`config.mk`:
```
export PLATFORM = sky130hd
export DESIGN_NAME = bbr_front
export DESIGN_NICKNAME = d
export VERILOG_FILES = /design/src/assert_macros.svh /design/src/bbr_pkg.sv /design/src/bbr_front.sv
export SDC_FILE = /design/constraint.sdc
export NUM_CORES = 1
export LEC_CHECK = 0
export BUFFER_PORTS_ARGS = -buffer_cell sky130_fd_sc_hd__buf_2
export CELL_PAD_IN_SITES_DETAIL_PLACEMENT = 1
export CELL_PAD_IN_SITES_GLOBAL_PLACEMENT = 2
export CORE_MARGIN = 2
export CORE_UTILIZATION = 37
export CTS_CLUSTER_DIAMETER = 40
export DETAILED_ROUTE_END_ITERATION = 6
export PLACE_DENSITY = 0.85
export SYNTH_ARGS = -nofsm -noshare
export SYNTH_HDL_FRONTEND = slang
export SYNTH_SLANG_ARGS = --single-unit
```
`constraint.sdc`:
```
create_clock -name clk -period 10.8 [get_ports clk]
set_clock_uncertainty 0.15 [all_clocks]
set_input_delay 1.08 -clock clk [delete_from_list [all_inputs] [get_ports clk]]
set_output_delay 1.08 -clock clk [all_outputs]
set_load 0.005 [all_outputs]
```
`src/assert_macros.svh`:
```
// ----------------------------------------------------------------------------
// assert_macros.svh
// Assertion shorthands for the box blur RTL.
// ----------------------------------------------------------------------------
`ifndef ASSERT_MACROS_SVH
`define ASSERT_MACROS_SVH

// Same-cycle implication, sampled on clk, off during rst
`define BBR_ASSERT_IMP(label, a, c) \
  label: assert property (@(posedge clk) disable iff (rst) (a) |-> (c)) \
    else $error("box blur assertion failed");

// Next-cycle implication, sampled on clk, off during rst
`define BBR_ASSERT_NXT(label, a, c) \
  label: assert property (@(posedge clk) disable iff (rst) (a) |=> (c)) \
    else $error("box blur assertion failed");

`endif

```
`src/bbr_pkg.sv`:
```
// ----------------------------------------------------------------------------
// bbr_pkg
// Types, sizes and constants shared by the box blur modules.
// ----------------------------------------------------------------------------
package bbr_pkg;

  localparam int MAX_WIDTH   = 1024;
  localparam int MAX_HEIGHT  = 1024;
  localparam int COL_W       = 10;
  localparam int ROW_W       = 10;
  localparam int DIM_W       = 11;
  localparam int RAD_W       = 3;
  localparam int SLOT_W      = 5;               // row slots in the line store
  localparam int LS_AW       = SLOT_W + COL_W;
  localparam int LS_DEPTH    = 1 << LS_AW;
  localparam int PIX_W       = 24;
  localparam int CNT_W       = 21;              // linear pixel index, up to W*H
  localparam int LAG_W       = 14;              // r*W + r
  localparam int SUM_W       = 16;              // 225 * 255 fits
  localparam int RECIP_W     = 25;
  localparam int RECIP_SHIFT = 24;
  localparam int PROD_W      = SUM_W + RECIP_W;
  localparam int JOBQ_DEPTH  = 4;
  localparam int JOBQ_AW     = 2;

  // Register indexes
  localparam logic [1:0] REG_WIDTH  = 2'd0;
  localparam logic [1:0] REG_HEIGHT = 2'd1;
  localparam logic [1:0] REG_RADIUS = 2'd2;

  // Input item kinds
  localparam logic CMD_PIXEL = 1'b0;
  localparam logic CMD_DRAIN = 1'b1;

  typedef struct packed {
    logic [DIM_W-1:0] width;
    logic [DIM_W-1:0] height;
    logic [RAD_W-1:0] radius;
  } cfg_t;

  // One output pixel to compute
  typedef struct packed {
    logic [ROW_W-1:0] row;
    logic [COL_W-1:0] col;
    logic             last;
  } job_t;

  typedef struct packed {
    logic             en;
    logic [LS_AW-1:0] addr;
    logic [PIX_W-1:0] data;
  } wr_req_t;

  // ceil(2^24 / (2r+1)^2): exact floor division for sums below 2^24/(2r+1)^2
  function automatic logic [RECIP_W-1:0] recip(input logic [RAD_W-1:0] r);
    logic [RECIP_W-1:0] m;
    case (r)
      3'd0:    m = 25'd16777216;
      3'd1:    m = 25'd1864136;
      3'd2:    m = 25'd671089;
      3'd3:    m = 25'd342393;
      3'd4:    m = 25'd207127;
      3'd5:    m = 25'd138655;
      3'd6:    m = 25'd99274;
      3'd7:    m = 25'd74566;
      default: m = 25'd16777216;
    endcase
    return m;
  endfunction

endpackage

```
`src/bbr_front.sv`:
```
// ----------------------------------------------------------------------------
// bbr_front
// Accepts items, writes pixels to the line store and queues output jobs.
// ----------------------------------------------------------------------------
module bbr_front (
  input  logic             clk,
  input  logic             rst,
  input  bbr_pkg::cfg_t    cfg,
  input  logic             restart,
  input  logic             s_tvalid,
  output logic             s_tready,
  input  logic [23:0]      s_tdata,
  input  logic             s_tuser,
  output bbr_pkg::wr_req_t wr,
  output bbr_pkg::job_t    job,
  output logic             job_push,
  input  logic             q_full,
  input  logic             q_empty,
  input  logic             back_idle,
  output logic             draining
);

  logic [bbr_pkg::ROW_W-1:0] in_row, out_row;
  logic [bbr_pkg::COL_W-1:0] in_col, out_col;
  logic [bbr_pkg::CNT_W-1:0] n_in, o_idx, n_in_next, total;
  logic [bbr_pkg::LAG_W-1:0] lag;
  logic                      in_done, in_done_next;
  logic                      accept, take_px, in_col_wrap, in_row_wrap;
  logic                      out_col_wrap, is_last;

  assign s_tready = !draining && !q_full;
  assign accept   = s_tvalid && s_tready;
  assign take_px  = accept && (s_tuser == bbr_pkg::CMD_PIXEL) && !in_done;

  // Frame geometry
  assign total = bbr_pkg::CNT_W'(cfg.width) * bbr_pkg::CNT_W'(cfg.height);
  assign lag   = bbr_pkg::LAG_W'(cfg.radius) * bbr_pkg::LAG_W'(cfg.width)
               + bbr_pkg::LAG_W'(cfg.radius);

  assign in_col_wrap  = ({1'b0, in_col} + 1'b1) == cfg.width;
  assign in_row_wrap  = ({1'b0, in_row} + 1'b1) == cfg.height;
  assign out_col_wrap = ({1'b0, out_col} + 1'b1) == cfg.width;

  assign n_in_next    = n_in + bbr_pkg::CNT_W'(take_px);
  assign in_done_next = in_done || (take_px && in_col_wrap && in_row_wrap);

  // An output is due once the input is r rows plus r pixels ahead
  assign job_push = accept && (o_idx < total)
                 && (in_done_next || (o_idx + bbr_pkg::CNT_W'(lag)) < n_in_next);
  assign is_last  = (o_idx == total - 1'b1);

  assign job.row  = out_row;
  assign job.col  = out_col;
  assign job.last = is_last;

  // Line store write: row slot and column
  assign wr.en   = take_px;
  assign wr.addr = {in_row[bbr_pkg::SLOT_W-1:0], in_col};
  assign wr.data = s_tdata;

  // Position tracking
  always_ff @(posedge clk) begin
    if (rst || restart) begin
      in_row   <= '0;
      in_col   <= '0;
      out_row  <= '0;
      out_col  <= '0;
      n_in     <= '0;
      o_idx    <= '0;
      in_done  <= 1'b0;
      draining <= 1'b0;
    end else begin
      if (take_px) begin
        n_in    <= n_in_next;
        in_done <= in_done_next;
        if (in_col_wrap) begin
          in_col <= '0;
          in_row <= in_row_wrap ? '0 : in_row + 1'b1;
        end else begin
          in_col <= in_col + 1'b1;
        end
      end
      if (draining && q_empty && back_idle) begin
        draining <= 1'b0;
      end
      if (job_push) begin
        if (is_last) begin
          // frame done: hold input until the engine has drained
          in_row   <= '0;
          in_col   <= '0;
          out_row  <= '0;
          out_col  <= '0;
          n_in     <= '0;
          o_idx    <= '0;
          in_done  <= 1'b0;
          draining <= 1'b1;
        end else begin
          o_idx <= o_idx + 1'b1;
          if (out_col_wrap) begin
            out_col <= '0;
            out_row <= out_row + 1'b1;
          end else begin
            out_col <= out_col + 1'b1;
          end
        end
      end
    end
  end

endmodule

```
==> summary.md, run 1 <==
## Status
* completed — status

## Setup path
* 8380 ps — Arrival @ worst endpoint
* 18 — largest fanout on the critical path
* output port — kind of end point of the critical path
* primary input to output port — class of the most critical setup path
* 9570 ps — Data required, critical path
* primary input — kind of launch point of the worst setup path

## Placed design
* 0.841 — final weighted congestion of routability-driven global placement
* 2038 — instance count after placement with tap cells included
* 13200 um^2 — dpl cell area
* 72 — Port Buf Inserts
* 28700 um — half-perimeter wire length after placement

## Cells and area
* 4167 — total of fill cells in the finished design
* sky130_fd_sc_hd__nand2_1 — commonest non-fill, non-tap cell in the layout
* 0 — number of antenna diodes
* 13500 um^2 — cell area after layout
* 6.11% — layout overhead on the synthesized area
* 9950 um^2 — multi-input combinational cell area
* 1886 — nets@finish
* 1680 um^2 — Sequential Area
* 0.0745 — fraction of layout instances using a drive strength above 1
* sky130_fd_sc_hd__nand2_1, sky130_fd_sc_hd__inv_1, sky130_fd_sc_hd__ha_1 — most frequent cells in the layout
* 2053 — filler-free cell count of the finished design

## Synthesis
* 1898 — number of nets produced by synthesis
* 12800 um^2 — post-synthesis instance area
* 0 — EDFF count, synth
* 7.95 um^2 — Post-Synthesis Mean Instance Area
* 0.132 — share of synthesized area occupied by flip-flops and latches
* sky130_fd_sc_hd__fa_1, sky130_fd_sc_hd__ha_1, sky130_fd_sc_hd__dfxtp_1 — largest cells by area after synthesis
* 83 — post-synth cell types
* 0 — Synth Warn #
* 0 — async set or reset register ratio after synthesis
* 0.143 — area share of the leading cell type in the synthesized netlist
* 1606 — post-synthesis cell count
* sky130_fd_sc_hd__fa_1 — most area-hungry cell type in the Yosys netlist
* 84 — register bit count reported by yosys
* sky130_fd_sc_hd__dfxtp_1 — main flop type after synthesis

## Global routing
* 0 — total grt overflow
* 0.207 — combined global-route utilization of all metal layers
* 59600 um — wire length of the first global-routing pass
* 0 — antenna violations before repair
* 49 — largest net degree at the start of global routing
* 11.4k — number of global-route vias before repair

## Die
* 190 um — die height
* 68 — number of placement rows
* 36000 um^2 — Die Outline Area
* 121 — I/O pins
* 0.372 — Initial Util
* 34300 um^2 — area of the core region
* 190 um — die width

## Timing
* 0.104 GHz — maximum clock frequency
* 0.890 — crit share post-route
* 0.535 — worst-case headroom to the max-slew limit
* 0 — number of max-slew violations in the final report
* 0 — number of failing setup endpoints in the final timing report
* 9610 ps — shortest period the worst path allows
* 0 ps — final total negative setup slack
* 680 ps — Slew @ Worst Pin
* no — unrepaired setup endpoints after global routing
* 328 ps — post-route worst hold slack
* 0 — hold violation count in the final report

## Route
* 17.8 um — post-DR wirelength/cell
* 5.37 — via-per-instance ratio
* met4 — uppermost layer routed
* 524 — DRC violation total after the first TritonRoute iteration
* 17100 um — met1 wire length
* 4 — first-pass detailed-route iteration total
* 0 — remaining number of nets flagged by the antenna check after routing
* 11.0k — Via Count
* 0 — drc violations
* 36600 um — Detailed Route WL
* 1050 um — met3 routed wirelength
* 17900 um — met2 WL

## Min path
* register to register — Tightest Hold Check Type

## Pwr
* 0.000175 V — highest ir drop seen on vdd
* 228 nW/um^2 — power density over the cells
* 6.01 nW — leakage power figure

## Clock network
* 0 — number of buffers added for setup after CTS
* 3 — H-tree depth
* 360 ps — source-to-sink clock delay at the later pin of the worst-skew pair
* 60 ps — Clock Pin Slew Worst Setup and Hold Paths
* 9 — Num CTS Buffers
* 84 — Sinks on Clock Net
* 0 — number of resized instances in the post-cts repair step
* 2 — Max clock buf depth
* built — TritonCTS clock tree
* 0 — cts-stage hold buffer count
* sky130_fd_sc_hd__clkbuf_16 — CTS Root Cell

## Run
* 0 — number of max-cap violations

## layer usage
layer | track usage | vias to the layer above
li1 | - | 5316
met1 | 0.271 | 5515
met2 | 0.361 | 154
met3 | 0.0238 | 36
met4 | 0.0531 | 0
met5 | 0 | -
## cell usage after synthesis (8+ instances only)
cell                         n
sky130_fd_sc_hd__nand3_1    38
sky130_fd_sc_hd__a21o_1     25
sky130_fd_sc_hd__clkbuf_1   50
sky130_fd_sc_hd__a21oi_1    78
sky130_fd_sc_hd__dfxtp_1    84
sky130_fd_sc_hd__fa_1       91
sky130_fd_sc_hd__o31ai_1     8
sky130_fd_sc_hd__nand3b_1   10
sky130_fd_sc_hd__xor2_1     57
sky130_fd_sc_hd__buf_4      32
sky130_fd_sc_hd__and3_1     28
sky130_fd_sc_hd__o21ai_0    60
sky130_fd_sc_hd__or3_1      10
sky130_fd_sc_hd__o21a_1     10
sky130_fd_sc_hd__inv_1     156
sky130_fd_sc_hd__and2_1     82
sky130_fd_sc_hd__nand4_1    24
sky130_fd_sc_hd__nor2_1    126
sky130_fd_sc_hd__ha_1      144
sky130_fd_sc_hd__nor4_1     11
sky130_fd_sc_hd__buf_2      13
sky130_fd_sc_hd__nand2b_1    9
sky130_fd_sc_hd__a31oi_1     8
sky130_fd_sc_hd__nor2b_1    21
sky130_fd_sc_hd__nor3_1     23
sky130_fd_sc_hd__xnor2_1   114
sky130_fd_sc_hd__o211ai_1    8
sky130_fd_sc_hd__nand2_1   161
## final cells by class
class | instances | share of cell area
repair buffers | 79 | 0.0314
well taps | 455 | 0.0420
multi-input cells | 1262 | 0.735
inverters | 158 | 0.0438
clock inverters | 4 | 0.00536
flip-flops and latches | 84 | 0.124
clock buffers | 11 | 0.0187
## critical path: stages
cell and delay (ps):
sky130_fd_sc_hd__buf_2 370, sky130_fd_sc_hd__nand2_1 150, sky130_fd_sc_hd__fa_1 520, sky130_fd_sc_hd__fa_1 520
sky130_fd_sc_hd__inv_1 70, sky130_fd_sc_hd__fa_1 560, sky130_fd_sc_hd__ha_1 360, sky130_fd_sc_hd__nor2b_1 150
sky130_fd_sc_hd__o21ai_0 110, sky130_fd_sc_hd__a21boi_0 250, sky130_fd_sc_hd__o21ai_0 140, sky130_fd_sc_hd__a21boi_0 280
sky130_fd_sc_hd__o21ai_0 150, sky130_fd_sc_hd__a21boi_0 290, sky130_fd_sc_hd__o21ai_0 150, sky130_fd_sc_hd__a21o_1 220
sky130_fd_sc_hd__o21ai_0 450, sky130_fd_sc_hd__nand3_1 180, sky130_fd_sc_hd__xnor2_1 160, sky130_fd_sc_hd__ha_1 320
sky130_fd_sc_hd__a21o_1 160, sky130_fd_sc_hd__a21o_1 170, sky130_fd_sc_hd__a21oi_1 190, sky130_fd_sc_hd__nor4bb_1 330
sky130_fd_sc_hd__a21oi_1 140, sky130_fd_sc_hd__a211o_1 390, sky130_fd_sc_hd__inv_2 280, sky130_fd_sc_hd__buf_2 200
## sequential cells by signal, indices dropped and copies added (netlist names)
signal and cells:
n_in 21, o_idx 21, in_col 10, in_row 10
out_col 10, out_row 10, draining 1, in_done 1
## where the power goes
part | switching, mW | total, mW | internal (mW)
logic | 1.46 | 2.43 | 0.972
clock network | 0.135 | 0.349 | 0.214
registers | 0.00116 | 0.311 | 0.310
total | 1.60 | 3.09 | 1.50
## cell families after synthesis
group | Yosys count | share of synthesized area
multiplexers | 5 | 0.00392
adder cells (fa/ha/maj) | 235 | 0.284
AO/OA/AOI/OAI | 261 | 0.135
XOR/XNOR | 175 | 0.124
AND/OR/NAND/NOR | 586 | 0.233
buffers and inverters | 260 | 0.0890
flip-flops | 84 | 0.132
## path summary, 6_finish.rpt
kind               endpoint      from  slack [ps]  depth (start not counted)
hold / removal      n_in[1]   n_in[1]         330                          2
setup reg to reg  o_idx[12]  draining        3530                         27
setup / recovery   job_push   cfg[14]        1190                         28
hold reg to reg     n_in[1]   n_in[1]         330                          2
## per-stage QoR
stage	util	total power, mW	setup slack [ps]
6_report	0.395	3.09	1190
4_1_cts	0.395	3.13	1170
2_1_floorplan	-	2.20	1780
3_5_place_dp	0.386	2.75	1140
3_3_place_gp	0.386	2.68	1260
5_1_grt	0.395	3.41	660
No activity file was read; power rests on OpenSTA's default activity.
==> run 2, diff against run 1 <==
--- a/config.mk
+++ b/config.mk
@@ -12,6 +12,7 @@
 export CORE_UTILIZATION = 37
 export CTS_CLUSTER_DIAMETER = 40
 export DETAILED_ROUTE_END_ITERATION = 6
+export GPL_TIMING_DRIVEN = 0
 export PLACE_DENSITY = 0.85
 export SYNTH_ARGS = -nofsm -noshare
 export SYNTH_HDL_FRONTEND = slang
==> summary.md, run 2 (synthesized netlist as in run 1, its figures left out) <==
## Die
* 0.372 — Initial Util, unchanged
* 121 — I/O pins, unchanged
* 34300 um^2 — area of the core region, unchanged
* 190 um — die width, unchanged
* 68 — number of placement rows, unchanged
* 190 um — die height, unchanged
* 36000 um^2 — Die Outline Area, unchanged

## Pwr
* 0.000250 V — highest ir drop seen on vdd, was 0.000175 V
* 223 nW/um^2 — power density over the cells, was 228 nW/um^2
* 1.51 mW — Cell Int Power, was 1.50 mW
* 0.796 — combinational power share, was 0.787
* 0.099 — Seq pwr share, was 0.101
* 0.520 — switching portion of total power, was 0.517
* 6.38 nW — leakage power figure, was 6.01 nW
* 0.105 — clock network power share, was 0.113
* 1.63 mW — switching power total, was 1.60 mW

## Timing
* 0.470 — worst-case headroom to the max-slew limit, was 0.535
* 10430 ps — shortest period the worst path allows, was 9610 ps
* 368 ps — crit path setup slack, layout, was 1190 ps
* no — unrepaired setup endpoints after global routing, unchanged
* 0 — hold violation count in the final report, unchanged
* 0 — number of failing setup endpoints in the final timing report, unchanged
* 0 — number of max-slew violations in the final report, unchanged
* 0.0959 GHz — maximum clock frequency, was 0.104 GHz
* 0.966 — crit share post-route, was 0.890
* 0 ps — final total negative setup slack, unchanged
* 323 ps — post-route worst hold slack, was 328 ps
* 795 ps — Slew @ Worst Pin, was 680 ps

## Setup path
* o_idx[19] — Worst R2R End, was o_idx[12]
* primary input — kind of launch point of the worst setup path, unchanged
* 2710 ps — register-to-register path setup slack, was 3530 ps
* sky130_fd_sc_hd__fa_1 — Worst path most repeated cell, was sky130_fd_sc_hd__o21ai_0
* 9200 ps — Arrival @ worst endpoint, was 8380 ps
* output port — kind of end point of the critical path, unchanged
* 600 ps — delay of the slowest critical-path stage, was 560 ps
* primary input to output port — class of the most critical setup path, unchanged
* 10 — largest fanout on the critical path, was 18
* draining — r2r startpoint, unchanged
* 30 — Worst Reg2Reg Path Length in Cells, was 27
* sky130_fd_sc_hd__fa_1 — slowest CP cell, unchanged
* 9570 ps — Data required, critical path, about the same

## Run
* 0 — number of max-cap violations, unchanged

## Route
* 5 — first-pass detailed-route iteration total, was 4
* 17.7 um — post-DR wirelength/cell, was 17.8 um
* 0 — remaining number of nets flagged by the antenna check after routing, unchanged
* 11.5k — Via Count, was 11.0k
* 424 — DRC violation total after the first TritonRoute iteration, was 524
* 5.30 — via-per-instance ratio, was 5.37
* 38200 um — Detailed Route WL, was 36600 um
* 0 — drc violations, unchanged

## Global routing
* 22 — largest net degree at the start of global routing, was 49
* 12.0k — number of global-route vias before repair, was 11.4k
* 0.215 — combined global-route utilization of all metal layers, was 0.207
* 61900 um — wire length of the first global-routing pass, was 59600 um
* 0 — antenna violations before repair, unchanged
* 0 — total grt overflow, unchanged

## Cells and area
* 10.5% — layout overhead on the synthesized area, was 6.11%
* 1994 — nets@finish, was 1886
* sky130_fd_sc_hd__nand2_1, sky130_fd_sc_hd__inv_1, sky130_fd_sc_hd__ha_1 — most frequent cells in the layout, unchanged
* n_in: 21 flops, o_idx: 21 flops — Largest regs, unchanged
* 0 — number of antenna diodes, unchanged
* 0.112 — fraction of layout instances using a drive strength above 1, was 0.0745
* sky130_fd_sc_hd__nand2_1 — commonest non-fill, non-tap cell in the layout, unchanged
* 0.411 — end-of-flow core utilization, was 0.395
* 14100 um^2 — cell area after layout, was 13500 um^2

## Placed design
* 90 — Port Buf Inserts, was 72
* 31600 um — half-perimeter wire length after placement, was 28700 um
* -595 ps — post-placement setup slack, was 1140 ps
* 0.838 — final weighted congestion of routability-driven global placement, was 0.841
* 13800 um^2 — dpl cell area, was 13200 um^2

## Status
* completed — status, unchanged

## Clock network
* 2 — Max clock buf depth, unchanged
* 0 — number of buffers added for setup after CTS, unchanged
* 84 — Sinks on Clock Net, unchanged
* 0 — cts-stage hold buffer count, unchanged
* 9 — Num CTS Buffers, unchanged
* sky130_fd_sc_hd__clkbuf_16 — CTS Root Cell, unchanged
* built — TritonCTS clock tree, unchanged
* 3 — H-tree depth, unchanged
* 60 ps — Clock Pin Slew Worst Setup and Hold Paths, about the same
* 360 ps — source-to-sink clock delay at the later pin of the worst-skew pair, about the same

## Min path
* 2 — worst hold path stage count, unchanged
* n_in[1] — hold_sp, unchanged
* register to register — Tightest Hold Check Type, unchanged
* n_in[1] — hold worst-path end, unchanged

==> run 2: cell types whose count changed in the layout (fill, tap and decap cells not counted), moves of 2 or more <==
cell and delta:
sky130_fd_sc_hd__clkbuf_1 +35, sky130_fd_sc_hd__buf_2 +31, sky130_fd_sc_hd__buf_4 +27, sky130_fd_sc_hd__clkbuf_2 +12, sky130_fd_sc_hd__buf_6 +3, sky130_fd_sc_hd__buf_1 +2
==> run 2: how the worst max path moves through the flow <==
stage	start	to	slack [ps]	cells after the start
after floorplan	cfg[14]	job_push	1780	29
after global placement	cfg[14]	job_push	-430	30
after detailed placement	cfg[14]	job_push	-600	30
after CTS	cfg[14]	job_push	20	30
after global routing	cfg[7]	job_push	1	30
final	cfg[14]	job_push	370	30
==> run 2: what timing repair did <==
action | in CTS | in global routing
gates resized for setup | 6 | 21
setup endpoints to repair | 1 | 1
gates cloned | 0 | 0
hold endpoints to repair | 0 | 0
==> run 2: cell type report <==
cell class / instances / area (um^2)
timing repair buffer: 90 / 450
multi-input combinational: 1262 / 9960
fill: 4260 / 20200
sequential: 84 / 1680
buffer: 97 / 546
inverter: 158 / 593
tap: 455 / 569
clock buffer: 14 / 274
clock inverter: 1 / 30.0
==> run 2: metal layers <==
metal	wire length [um]	track usage	up-vias
met5	0	0	-
met4	475	0.0471	0
met3	1010	0.0231	31
met2	19100	0.390	150
met1	17600	0.275	5725
li1	-	-	5545
==> run 2: critical path: cells and delay by family <==
family	cells	cell delay [ps]
AOI/OAI and AO/OA	12	2750
adders and majority gates	7	3350
buffers and inverters	10	1890
and+or+nand+nor	1	110
==> run 2: power by group through the flow <==
stage / clock [mW] / combinational [mW] / sequential, mW
after floorplan: 0 / 1.88 / 0.318
after global placement: 0 / 2.42 / 0.318
after detailed placement: 0 / 2.49 / 0.318
after CTS: 0.341 / 2.51 / 0.311
after global routing: 0.353 / 2.80 / 0.311
final: 0.332 / 2.50 / 0.311
==> run 2: stage by stage <==
stage / cells / power [mW]
2_1_floorplan: 1606 / 2.20
3_5_place_dp: 2151 / 2.81
3_3_place_gp: 2151 / 2.74
6_report: 2161 / 3.15
4_1_cts: 2163 / 3.16
5_1_grt: 2161 / 3.46
==> run 3, diff against run 2 <==
--- a/config.mk
+++ b/config.mk
@@ -14,6 +14,7 @@
 export DETAILED_ROUTE_END_ITERATION = 6
 export GPL_TIMING_DRIVEN = 0
 export PLACE_DENSITY = 0.85
+export RECOVER_POWER = 50
 export SYNTH_ARGS = -nofsm -noshare
 export SYNTH_HDL_FRONTEND = slang
 export SYNTH_SLANG_ARGS = --single-unit
==> summary.md, run 3 (synthesized netlist as in run 1, its figures left out) <==
## Status
* completed — status, unchanged

## Pwr
* 1.51 mW — Cell Int Power, about the same
* 0.796 — combinational power share, about the same
* 0.520 — switching portion of total power, about the same
* 6.26 nW — leakage power figure, was 6.38 nW
* 3.14 mW — post-layout total power, was 3.15 mW
* 1.63 mW — switching power total, about the same
* 0.099 — Seq pwr share, about the same
* 224 nW/um^2 — power density over the cells, was 223 nW/um^2
* 0.105 — clock network power share, about the same
* 0.000250 V — highest ir drop seen on vdd, about the same

## Die
* 0.372 — Initial Util, unchanged
* 68 — number of placement rows, unchanged
* 36000 um^2 — Die Outline Area, unchanged
* 190 um — die height, unchanged
* 121 — I/O pins, unchanged
* 190 um — die width, unchanged
* 34300 um^2 — area of the core region, unchanged

## Timing
* 0.0961 GHz — maximum clock frequency, was 0.0959 GHz
* 0 ps — final total negative setup slack, unchanged
* 0.964 — crit share post-route, was 0.966
* no — unrepaired setup endpoints after global routing, unchanged
* 392 ps — crit path setup slack, layout, was 368 ps
* 786 ps — Slew @ Worst Pin, was 795 ps
* 0 — number of failing setup endpoints in the final timing report, unchanged
* 10410 ps — shortest period the worst path allows, was 10430 ps
* 0.476 — worst-case headroom to the max-slew limit, was 0.470
* 323 ps — post-route worst hold slack, about the same
* 0 — number of max-slew violations in the final report, unchanged
* 0 — hold violation count in the final report, unchanged

## Clock network
* sky130_fd_sc_hd__clkbuf_16 — CTS Root Cell, unchanged
* 60 ps — Clock Pin Slew Worst Setup and Hold Paths, about the same
* 2 — Max clock buf depth, unchanged
* 9 — Num CTS Buffers, unchanged
* 0 — cts-stage hold buffer count, unchanged
* built — TritonCTS clock tree, unchanged
* 360 ps — source-to-sink clock delay at the later pin of the worst-skew pair, about the same
* 3 — H-tree depth, unchanged
* 84 — Sinks on Clock Net, unchanged

## Placed design
* 90 — Port Buf Inserts, unchanged
* -595 ps — post-placement setup slack, unchanged
* 13800 um^2 — dpl cell area, unchanged
* 0.838 — final weighted congestion of routability-driven global placement, unchanged
* 31600 um — half-perimeter wire length after placement, unchanged
* 2151 — instance count after placement with tap cells included, unchanged

## Cells and area
* n_in: 21 flops, o_idx: 21 flops — Largest regs, unchanged
* 10.1% — layout overhead on the synthesized area, was 10.5%
* 0 — number of antenna diodes, unchanged
* 0.410 — end-of-flow core utilization, was 0.411
* 0.0950 — fraction of layout instances using a drive strength above 1, was 0.112
* 14100 um^2 — cell area after layout, about the same
* 1994 — nets@finish, unchanged
* sky130_fd_sc_hd__nand2_1 — commonest non-fill, non-tap cell in the layout, unchanged
* 2161 — filler-free cell count of the finished design, unchanged
* sky130_fd_sc_hd__nand2_1, sky130_fd_sc_hd__inv_1, sky130_fd_sc_hd__ha_1 — most frequent cells in the layout, unchanged

## Setup path
* 2450 ps — register-to-register path setup slack, was 2710 ps
* 10 — count of buffering cells on the critical path with inverters included, unchanged
* primary input to output port — class of the most critical setup path, unchanged
* primary input — kind of launch point of the worst setup path, unchanged
* in_col[8] — Worst R2R End, was o_idx[19]
* 9180 ps — Arrival @ worst endpoint, was 9200 ps
* 30 — Worst Reg2Reg Path Length in Cells, unchanged
* 9570 ps — Data required, critical path, about the same
* 10 — largest fanout on the critical path, unchanged
* output port — kind of end point of the critical path, unchanged
* draining — r2r startpoint, unchanged
* sky130_fd_sc_hd__fa_1 — Worst path most repeated cell, unchanged
* sky130_fd_sc_hd__fa_1 — slowest CP cell, unchanged
* 600 ps — delay of the slowest critical-path stage, about the same
* adder cells — CP delay by family, top, unchanged

## Global routing
* 0.215 — combined global-route utilization of all metal layers, unchanged
* 12.0k — number of global-route vias before repair, unchanged
* 0 — antenna violations before repair, unchanged
* 22 — largest net degree at the start of global routing, unchanged
* 0 — total grt overflow, unchanged
* 61900 um — wire length of the first global-routing pass, unchanged

## Route
* 17.6 um — post-DR wirelength/cell, was 17.7 um
* 38100 um — Detailed Route WL, was 38200 um
* 0 — remaining number of nets flagged by the antenna check after routing, unchanged
* 4 — first-pass detailed-route iteration total, was 5
* 5.29 — via-per-instance ratio, was 5.30
* 457 — DRC violation total after the first TritonRoute iteration, was 424
* 0 — drc violations, unchanged
* 11.4k — Via Count, was 11.5k

## Min path
* register to register — Tightest Hold Check Type, unchanged
* 2 — worst hold path stage count, unchanged
* n_in[1] — hold_sp, unchanged
* n_in[1] — hold worst-path end, unchanged

## Run
* 0 — number of max-cap violations, unchanged

## run 3: tightest hold or removal path: cells and delay by family (launching register included)
| family | cells | cell delay [ps] |
|---|---|---|
| flip-flops | 1 | 320 |
| AO/OA/AOI/OAI | 1 | 50 |
| AND/OR/NAND/NOR | 1 | 50 |
## run 3: worst max path at each step
stage	startpoint	endpoint	slack (ps)	cells after the start
floorplan	cfg[14]	job_push	1780	29
global placement	cfg[14]	job_push	-430	30
detailed placement	cfg[14]	job_push	-600	30
CTS	cfg[14]	job_push	20	30
global route	cfg[7]	job_push	10	30
finish	cfg[14]	job_push	390	30
## run 3: power groups by stage
stage	Clock [mW]	Sequential, mW	Combinational [mW]
CTS	0.341	0.311	2.51
finish	0.331	0.311	2.50
detailed placement	0	0.318	2.49
global route	0.353	0.311	2.80
global placement	0	0.318	2.42
floorplan	0	0.318	1.88
## run 3: final cells by class
class | count | area (um^2)
timing repair buffer | 90 | 418
tap | 455 | 569
inverter | 158 | 593
fill | 4273 | 20200
multi-input combinational | 1262 | 9960
buffer | 97 | 537
clock inverter | 1 | 30.0
clock buffer | 14 | 274
sequential | 84 | 1680
## run 3: metal layers
| metal | wire length, um | up-vias | share of wire | global-route usage |
|---|---|---|---|---|
| met3 | 961 | 30 | 0.025 | 0.0231 |
| met1 | 17600 | 5718 | 0.46 | 0.275 |
| li1 | - | 5542 | - | - |
| met2 | 19100 | 146 | 0.50 | 0.390 |
| met4 | 494 | 0 | 0.013 | 0.0471 |
| met5 | 0 | - | 0 | 0 |
## run 3: repair_timing
| action | 4_1_cts | 5_1_grt |
|---|---|---|
| pin swaps | 0 | 0 |
| setup buffers | 0 | 0 |
| cloned | 0 | 0 |
| gates resized for setup | 6 | 21 |
| endpoints found under the setup margin | 1 | 1 |
